`src/design/pcl_pkg.sv`:
```
package pcl_pkg;

    localparam int CAPACITY = 32;
    localparam int ADDR_W   = $clog2(CAPACITY);
    localparam int CNT_W    = $clog2(CAPACITY + 1);
    localparam int POS_W    = 6;
    localparam int CHAR_W   = 8;
    localparam int CMP_W    = POS_W + 1;

    typedef enum logic [1:0] {
        F_INSERT = 2'd0,
        F_DELETE = 2'd1,
        F_GET    = 2'd2,
        F_PRINT  = 2'd3
    } t_func;

    typedef enum logic [1:0] {
        ST_CHAR    = 2'd0,
        ST_INVALID = 2'd1,
        ST_END     = 2'd2,
        ST_FULL    = 2'd3
    } t_status;

    typedef enum logic [2:0] {
        S_IDLE,
        S_INS,
        S_PUT,
        S_DEL,
        S_GET,
        S_PRINT,
        S_RESP
    } t_state;

    typedef struct packed {
        logic              valid;
        t_status           status;
        logic [CHAR_W-1:0] char_out;
        logic              last;
    } t_emit;

endpackage

```
`src/design/pcl_ram.sv`:
```
module pcl_ram #(
    parameter int DEPTH = 32,
    parameter int WIDTH = 8
) (
    input  logic                     i_clk,
    input  logic                     i_we,
    input  logic [$clog2(DEPTH)-1:0] i_waddr,
    input  logic [WIDTH-1:0]         i_wdata,
    input  logic                     i_re,
    input  logic [$clog2(DEPTH)-1:0] i_raddr,
    output logic [WIDTH-1:0]         o_rdata
);

    logic [WIDTH-1:0] r_mem [DEPTH];
    logic [WIDTH-1:0] r_rdata;

    always_ff @(posedge i_clk) begin
        if (i_we) begin
            r_mem[i_waddr] <= i_wdata;
        end
    end

    always_ff @(posedge i_clk) begin
        if (i_re) begin
            r_rdata <= r_mem[i_raddr];
        end
    end

    assign o_rdata = r_rdata;

endmodule

```
`src/design/pcl_ctrl.sv`:
```
module pcl_ctrl (
    input  logic                       i_clk,
    input  logic                       i_rst_n,
    input  logic                       i_valid,
    output logic                       o_ready,
    input  pcl_pkg::t_func             i_func,
    input  logic [pcl_pkg::POS_W-1:0]  i_position,
    input  logic [pcl_pkg::CHAR_W-1:0] i_elem,
    input  logic                       i_out_free,
    output pcl_pkg::t_emit             o_emit,
    output logic                       o_we,
    output logic [pcl_pkg::ADDR_W-1:0] o_waddr,
    output logic [pcl_pkg::CHAR_W-1:0] o_wdata,
    output logic                       o_re,
    output logic [pcl_pkg::ADDR_W-1:0] o_raddr,
    input  logic [pcl_pkg::CHAR_W-1:0] i_rdata
);

    import pcl_pkg::*;

    t_state              r_state, n_state;
    logic [CNT_W-1:0]    r_count, n_count;
    logic [ADDR_W-1:0]   r_src, n_src;
    logic [ADDR_W-1:0]   r_pos, n_pos;
    logic [CHAR_W-1:0]   r_elem, n_elem;
    t_status             r_rst, n_rst;

    logic                accept;
    logic [CMP_W-1:0]    pos_x;
    logic [CMP_W-1:0]    cnt_x;
    logic                pos_nz;
    logic                ins_ok;
    logic                rd_ok;
    logic                full;
    logic [POS_W-1:0]    pos_m1;
    logic [ADDR_W-1:0]   pos_idx;
    logic [ADDR_W-1:0]   cnt_m1;

    assign o_ready = (r_state == S_IDLE);
    assign accept  = i_valid && o_ready;

    assign pos_x   = {1'b0, i_position};
    assign cnt_x   = CMP_W'(r_count);
    assign pos_nz  = (i_position != '0);
    assign ins_ok  = pos_nz && (pos_x <= cnt_x + CMP_W'(1));
    assign rd_ok   = pos_nz && (pos_x <= cnt_x);
    assign full    = (r_count == CNT_W'(CAPACITY));
    assign pos_m1  = i_position - POS_W'(1);
    assign pos_idx = ADDR_W'(pos_m1);
    assign cnt_m1  = ADDR_W'(r_count - CNT_W'(1));

    always_ff @(posedge i_clk) begin
        if (!i_rst_n) begin
            r_state <= S_IDLE;
            r_count <= '0;
        end else begin
            r_state <= n_state;
            r_count <= n_count;
        end
    end

    always_ff @(posedge i_clk) begin
        r_src  <= n_src;
        r_pos  <= n_pos;
        r_elem <= n_elem;
        r_rst  <= n_rst;
    end

    always_comb begin
        n_state = r_state;
        n_count = r_count;
        n_src   = r_src;
        n_pos   = r_pos;
        n_elem  = r_elem;
        n_rst   = r_rst;
        o_we    = 1'b0;
        o_waddr = '0;
        o_wdata = '0;
        o_re    = 1'b0;
        o_raddr = '0;
        o_emit  = '{valid: 1'b0, status: ST_CHAR, char_out: '0, last: 1'b0};

        unique case (r_state)
            S_IDLE: begin
                if (accept) begin
                    n_pos  = pos_idx;
                    n_elem = i_elem;
                    unique case (i_func)
                        F_INSERT: begin
                            if (!ins_ok) begin
                                n_rst   = ST_INVALID;
                                n_state = S_RESP;
                            end else if (full) begin
                                n_rst   = ST_FULL;
                                n_state = S_RESP;
                            end else if (pos_x == cnt_x + CMP_W'(1)) begin
                                // append at the tail
                                o_we    = 1'b1;
                                o_waddr = pos_idx;
                                o_wdata = i_elem;
                                n_count = r_count + CNT_W'(1);
                            end else begin
                                o_re    = 1'b1;
                                o_raddr = cnt_m1;
                                n_src   = cnt_m1;
                                n_state = S_INS;
                            end
                        end
                        F_DELETE: begin
                            if (!rd_ok) begin
                                n_rst   = ST_INVALID;
                                n_state = S_RESP;
                            end else if (pos_x == cnt_x) begin
                                n_count = r_count - CNT_W'(1);
                            end else begin
                                o_re    = 1'b1;
                                o_raddr = ADDR_W'(i_position);
                                n_src   = ADDR_W'(i_position);
                                n_state = S_DEL;
                            end
                        end
                        F_GET: begin
                            if (!rd_ok) begin
                                n_rst   = ST_INVALID;
                                n_state = S_RESP;
                            end else begin
                                o_re    = 1'b1;
                                o_raddr = pos_idx;
                                n_state = S_GET;
                            end
                        end
                        F_PRINT: begin
                            if (r_count == '0) begin
                                n_rst   = ST_END;
                                n_state = S_RESP;
                            end else begin
                                o_re    = 1'b1;
                                o_raddr = '0;
                                n_src   = '0;
                                n_state = S_PRINT;
                            end
                        end
                        default: n_state = S_IDLE;
                    endcase
                end
            end
            S_INS: begin
                // move one cell back while the next source is read
                o_we    = 1'b1;
                o_waddr = r_src + ADDR_W'(1);
                o_wdata = i_rdata;
                if (r_src == r_pos) begin
                    n_state = S_PUT;
                end else begin
                    o_re    = 1'b1;
                    o_raddr = r_src - ADDR_W'(1);
                    n_src   = r_src - ADDR_W'(1);
                end
            end
            S_PUT: begin
                o_we    = 1'b1;
                o_waddr = r_pos;
                o_wdata = r_elem;
                n_count = r_count + CNT_W'(1);
                n_state = S_IDLE;
            end
            S_DEL: begin
                o_we    = 1'b1;
                o_waddr = r_src - ADDR_W'(1);
                o_wdata = i_rdata;
                if (r_src == cnt_m1) begin
                    n_count = r_count - CNT_W'(1);
                    n_state = S_IDLE;
                end else begin
                    o_re    = 1'b1;
                    o_raddr = r_src + ADDR_W'(1);
                    n_src   = r_src + ADDR_W'(1);
                end
            end
            S_GET: begin
                o_emit = '{valid: 1'b1, status: ST_CHAR, char_out: i_rdata, last: 1'b1};
                if (i_out_free) begin
                    n_state = S_IDLE;
                end
            end
            S_PRINT: begin
                o_emit = '{valid: 1'b1, status: ST_CHAR, char_out: i_rdata, last: 1'b0};
                if (i_out_free) begin
                    if (r_src == cnt_m1) begin
                        n_rst   = ST_END;
                        n_state = S_RESP;
                    end else begin
                        o_re    = 1'b1;
                        o_raddr = r_src + ADDR_W'(1);
                        n_src   = r_src + ADDR_W'(1);
                    end
                end
            end
            S_RESP: begin
                o_emit = '{valid: 1'b1, status: r_rst, char_out: '0, last: 1'b1};
                if (i_out_free) begin
                    n_state = S_IDLE;
                end
            end
            default: n_state = S_IDLE;
        endcase
    end

    a_no_same_addr: assert property (@(posedge i_clk) disable iff (!i_rst_n)
        (o_we && o_re) |-> (o_waddr != o_raddr))
        else $error("read and write hit the same entry");

    a_count_bound: assert property (@(posedge i_clk) disable iff (!i_rst_n)
        r_count <= CNT_W'(CAPACITY))
        else $error("element count above capacity");

    a_leave_idle: assert property (@(posedge i_clk) disable iff (!i_rst_n)
        (r_state == S_IDLE && !accept) |=> (r_state == S_IDLE))
        else $error("left idle without a beat");

    a_ins_above_pos: assert property (@(posedge i_clk) disable iff (!i_rst_n)
        (r_state == S_INS) |-> (o_waddr > r_pos))
        else $error("shift wrote below the insert position");

    a_emit_hold: assert property (@(posedge i_clk) disable iff (!i_rst_n)
        (o_emit.valid && !i_out_free && r_state == S_GET) |=> (r_state == S_GET && $stable(i_rdata)))
        else $error("get result lost while stalled");

endmodule

```
`src/design/positional_char_list.sv`:
```
// get and print read the single registered memory read port, then pass the output register
// insert shifts cells back, then writes, append writes at once; delete shifts cells forward
// and at the tail only lowers the count; print gives one char a cycle while the output is
// free, then the end marker; errors come from the response state; no beat is taken until the
// control is idle; reset clears the element count and control state; memory is not cleared
module positional_char_list (
    input  logic        i_clk,
    input  logic        i_rst_n,
    input  logic        s_axis_tvalid,
    output logic        s_axis_tready,
    input  logic [15:0] s_axis_tdata,   // position[5:0], elem[13:6]
    input  logic [1:0]  s_axis_tuser,   // func[1:0]
    output logic        m_axis_tvalid,
    input  logic        m_axis_tready,
    output logic [7:0]  m_axis_tdata,   // char_out[7:0]
    output logic [1:0]  m_axis_tuser,   // status[1:0]
    output logic        m_axis_tlast
);

    import pcl_pkg::*;

    t_emit              emit;
    logic               out_free;
    logic               we;
    logic [ADDR_W-1:0]  waddr;
    logic [CHAR_W-1:0]  wdata;
    logic               re;
    logic [ADDR_W-1:0]  raddr;
    logic [CHAR_W-1:0]  rdata;

    logic               r_ov;
    t_status            r_ost;
    logic [CHAR_W-1:0]  r_och;
    logic               r_olast;

    assign out_free = !r_ov || m_axis_tready;

    pcl_ctrl u_ctrl (
        .i_clk      (i_clk),
        .i_rst_n    (i_rst_n),
        .i_valid    (s_axis_tvalid),
        .o_ready    (s_axis_tready),
        .i_func     (t_func'(s_axis_tuser)),
        .i_position (s_axis_tdata[POS_W-1:0]),
        .i_elem     (s_axis_tdata[POS_W+CHAR_W-1:POS_W]),
        .i_out_free (out_free),
        .o_emit     (emit),
        .o_we       (we),
        .o_waddr    (waddr),
        .o_wdata    (wdata),
        .o_re       (re),
        .o_raddr    (raddr),
        .i_rdata    (rdata)
    );

    pcl_ram #(
        .DEPTH (CAPACITY),
        .WIDTH (CHAR_W)
    ) u_ram (
        .i_clk   (i_clk),
        .i_we    (we),
        .i_waddr (waddr),
        .i_wdata (wdata),
        .i_re    (re),
        .i_raddr (raddr),
        .o_rdata (rdata)
    );

    always_ff @(posedge i_clk) begin
        if (!i_rst_n) begin
            r_ov <= 1'b0;
        end else if (out_free) begin
            r_ov <= emit.valid;
        end
    end

    always_ff @(posedge i_clk) begin
        if (out_free && emit.valid) begin
            r_ost   <= emit.status;
            r_och   <= emit.char_out;
            r_olast <= emit.last;
        end
    end

    assign m_axis_tvalid = r_ov;
    assign m_axis_tdata  = r_och;
    assign m_axis_tuser  = r_ost;
    assign m_axis_tlast  = r_olast;

endmodule

```
`config.mk`:
```
export PLATFORM = sky130hd
export DESIGN_NAME = positional_char_list
export DESIGN_NICKNAME = d
export VERILOG_FILES = /design/src/design/pcl_pkg.sv /design/src/design/pcl_ram.sv /design/src/design/pcl_ctrl.sv /design/src/design/positional_char_list.sv
export SDC_FILE = /design/constraint.sdc
export NUM_CORES = 1
export LEC_CHECK = 0
export ABC_AREA = 0
export BUFFER_PORTS_ARGS = -buffer_cell sky130_fd_sc_hd__buf_2
export CAP_MARGIN = 20
export CORE_UTILIZATION = 45
export DETAILED_ROUTE_END_ITERATION = 12
export HOLD_SLACK_MARGIN = 0.05
export PLACE_DENSITY = 0.63
export SYNTH_ARGS = -nofsm -noshare
export SYNTH_HDL_FRONTEND = slang
export SYNTH_SLANG_ARGS = --single-unit
export TNS_END_PERCENT = 50
```
`constraint.sdc`:
```
create_clock -name i_clk -period 4.15 [get_ports i_clk]
set_input_delay 0.83 -clock i_clk [delete_from_list [all_inputs] [get_ports i_clk]]
set_output_delay 0.83 -clock i_clk [all_outputs]
set_load 0.01 [all_outputs]
```
==> run_results.csv <==
group,metric,value,unit
worst_setup_path,reg2reg_depth,15,
route,drt-vias-per-instance,5.74,
timing,slew-limit-headroom,39.9,%
min_path,min_path_type,"input pin to flop",
route,avgRoutedWirePerCell,21.6,um
placed_design,io_buffers,32,
worst_setup_path,critical_path_class,"flop to flop",
grt,grt_antenna_before_repair,0,
min_path,hold_end,"u_ctrl.r_elem[3]$_DFFE_PP_",
timing,whs,458,ps
timing,setup_tns,0,ps
cts,clock_latency,570,ps
layout,diodes,0,
cts,cts.clk_slew.worst_paths,60,ps
worst_setup_path,worst-path-max-fanout,12,
route,vias,9266,
synth,synth_area_leaders,"edfxtp_1 (62%), mux2i_1 (9.8%), nand2_1 (2.1%)",
floorplan,start_util,46.2,%
cts,cts_tree,"yes",
cts,numCtsBuffers,31,
grt,grt_max_degree,33,
layout,multiInputGateArea,4740,um^2
synth,ys_ff_latch,305,
timing,hold_violations,0,
synth,async_reset_ff_share,0,%
layout,utilization,54.8,%
floorplan,core_area,30900,um^2
grt,grt_pass1_wl,53600,um
cts,clockRootBuffer,"clkbuf_16",
worst_setup_path,start_kind,"flop",
worst_setup_path,arrival,4240,ps
synth,ys.flop_type,"edfxtp_1",
synth,synth_cell_types,75,
synth,synth_largest_area_cell,"edfxtp_1",
cts,cts_buffer_depth,3,
worst_setup_path,reg2reg_to,"u_ram.o_rdata[2]$_DFFE_PP_",
synth,synth_edf_count,295,
floorplan,die_w,180,um
synth,synth_nets,1080,
cts,htreeDepth,1,
synth,syn_area,14300,um^2
placed_design,dp_hpwl,24300,um
pwr,ir_drop,0.447,mV
timing,setup_viol,0,
layout,drive_above_1_share,21.2,%
layout,regArea,9060,um^2
layout,fin_cells,1615,
grt,overflow,0,
worst_setup_path,cp-end-kind,"flop",
synth,yosys.area.top_type_share,62.1,%
floorplan,pin_count,35,
synth,netlist_instances,1038,
floorplan,row_count,64,
layout,nNetsFinal,1236,
floorplan,dieArea,32400,um^2
cts,clkSinkCount,305,
run_status,status,"finished clean",
pwr,leakage,6.29,nW
layout,final_cell_mix,"edfxtp_1 (295), mux2i_1 (139), buf_4 (131)",
min_path,holdPathStages,1,
pwr,power_density,649,nW/um^2
timing,drv_slew,0,
synth,ys_seq_area_share,63.5,%
route,drt-initial-drc-count,712,
route,antenna_left,0,
worst_setup_path,r2r_start,"u_ctrl.r_count[0]$_SDFFE_PN0P_",
cts,cts_resized,0,
layout,syn2layout_area_growth,18.8,%
floorplan,die_h,180,um
cts,cts_hold_buf,0,
timing,skew,12.0,ps
grt,grt_pass1_vias,9060,
route,drc,0,
synth,synth_area_per_cell,13.7,um^2
worst_setup_path,r2r_slack,300,ps
grt,grtUsageTotal,21.6,%
placed_design,dp.cells,1557,
route,dr.pass1.iters,5,
timing,period_minus_slack,3850,ps
route,wirelength,34900,um
synth,yosysWarnings,0,
worst_setup_path,cp.required,4540,ps
cts,cts_setup_buffers,0,
timing,fmax,259,MHz
timing,rsz0062_at_grt,"no",
timing,tightest_slew,898,ps
placed_design,place_congestion,0.894,
layout,final_common_cell,"edfxtp_1",
layout,fill_cells,2545,
placed_design,dp_slack,-354,ps
job,cap_violations,0,
min_path,hp-start,"s_axis_tdata[9]",
timing,period_share,92.9,%
timing,setup_slack,295,ps
-- state kept, by name (all words and copies together), names as in the netlist --
register        flops
u_ram.r_mem       256
m_axis_tdata        8
u_ctrl.r_elem       8
u_ram.o_rdata       8
u_ctrl.r_count      6
u_ctrl.r_pos        5
u_ctrl.r_src        5
u_ctrl.r_state      3
m_axis_tuser        2
u_ctrl.r_rst        2
m_axis_tlast        1
m_axis_tvalid       1
-- cells in the mapped netlist, drive strengths merged, types with 8 or more instances --
cell type and n:
a31oi 8, nand2 80, inv 30, a221oi 12, buf 36, a21oi 28
edfxtp 295, and3 10, nor3 16, nor2 77, a311oi 13, dfxtp 10
mux2i 141, o221ai 16, o211ai 8, nand3 18, a222oi 8, clkbuf 21
nor2b 8, xor2 11, xnor2 17, o22ai 15, a32oi 11, ha 20
and2 15, o21ai 35
-- logic make-up (layout without fill, tap and decap cells) --
kind of cell	Yosys count	count (layout)	synth area share, %
mux	142	142	10.1
compound gates	200	200	10.5
buf+inv	87	268	3.53
xor+xnor	30	30	2.03
flops	305	305	63.5
simple gates	254	254	8.65
fa+ha+maj	20	20	1.75
-- routing by layer --
layer | vias up | wire (um) | global-route usage, %
met3 | 57 | 2180 | 3.21
met4 | 0 | 917 | 6.19
met2 | 322 | 15900 | 34.0
li1 | 4340 | - | -
met1 | 4547 | 15900 | 31.2
met5 | - | 0 | 0
-- stage by stage --
step                power, mW  area [um^2]
floorplan                6.64        14300
detailed placement       8.15        15900
CTS                      11.0        16900
global route             11.5        17000
global placement         8.10        15900
finish                   11.0        17000
-- critical path: stages (launching register included) --
cell	delay, ps
dfxtp_1	310
inv_1	140
ha_1	180
or3b_4	400
mux2i_2	170
nor4_4	270
buf_4	210
o32ai_1	100
o22a_1	210
a21o_2	280
buf_4	200
nand2b_4	220
buf_4	170
o221ai_1	290
o22ai_1	200
a311oi_1	290
-- worst max path at each step --
stage,startpoint,end,slack [ps],depth (start not counted)
floorplan,s_axis_tdata[0],u_ram.o_rdata[4]$_DFFE_PP_,410,15
global placement,s_axis_tdata[0],u_ram.o_rdata[3]$_DFFE_PP_,-300,15
detailed placement,s_axis_tdata[0],u_ram.o_rdata[3]$_DFFE_PP_,-350,15
CTS,u_ctrl.r_count[2]$_SDFFE_PN0P_,u_ram.o_rdata[3]$_DFFE_PP_,200,14
global route,u_ctrl.r_count[4]$_SDFFE_PN0P_,u_ram.o_rdata[4]$_DFFE_PP_,20,15
finish,u_ctrl.r_count[0]$_SDFFE_PN0P_,u_ram.o_rdata[2]$_DFFE_PP_,300,15
-- final cells by class --
| cell class | instances | share of cell area [%] |
|---|---|---|
| inverter | 30 | 0.664 |
| clock inverter | 24 | 1.59 |
| timing repair buffer | 180 | 8.75 |
| multi-input combinational | 646 | 28.0 |
| sequential | 305 | 53.4 |
| tap | 396 | 2.92 |
| clock buffer | 34 | 4.64 |
-- power breakdown --
part           switching [mW]  leakage (nW)  internal (mW)
sequential              0.138          2.87           3.97
clock                    1.20         0.521           1.69
combinational            2.39          2.90           1.63
total                    3.72          6.29           7.29
Power figures use the tool's default switching activity.
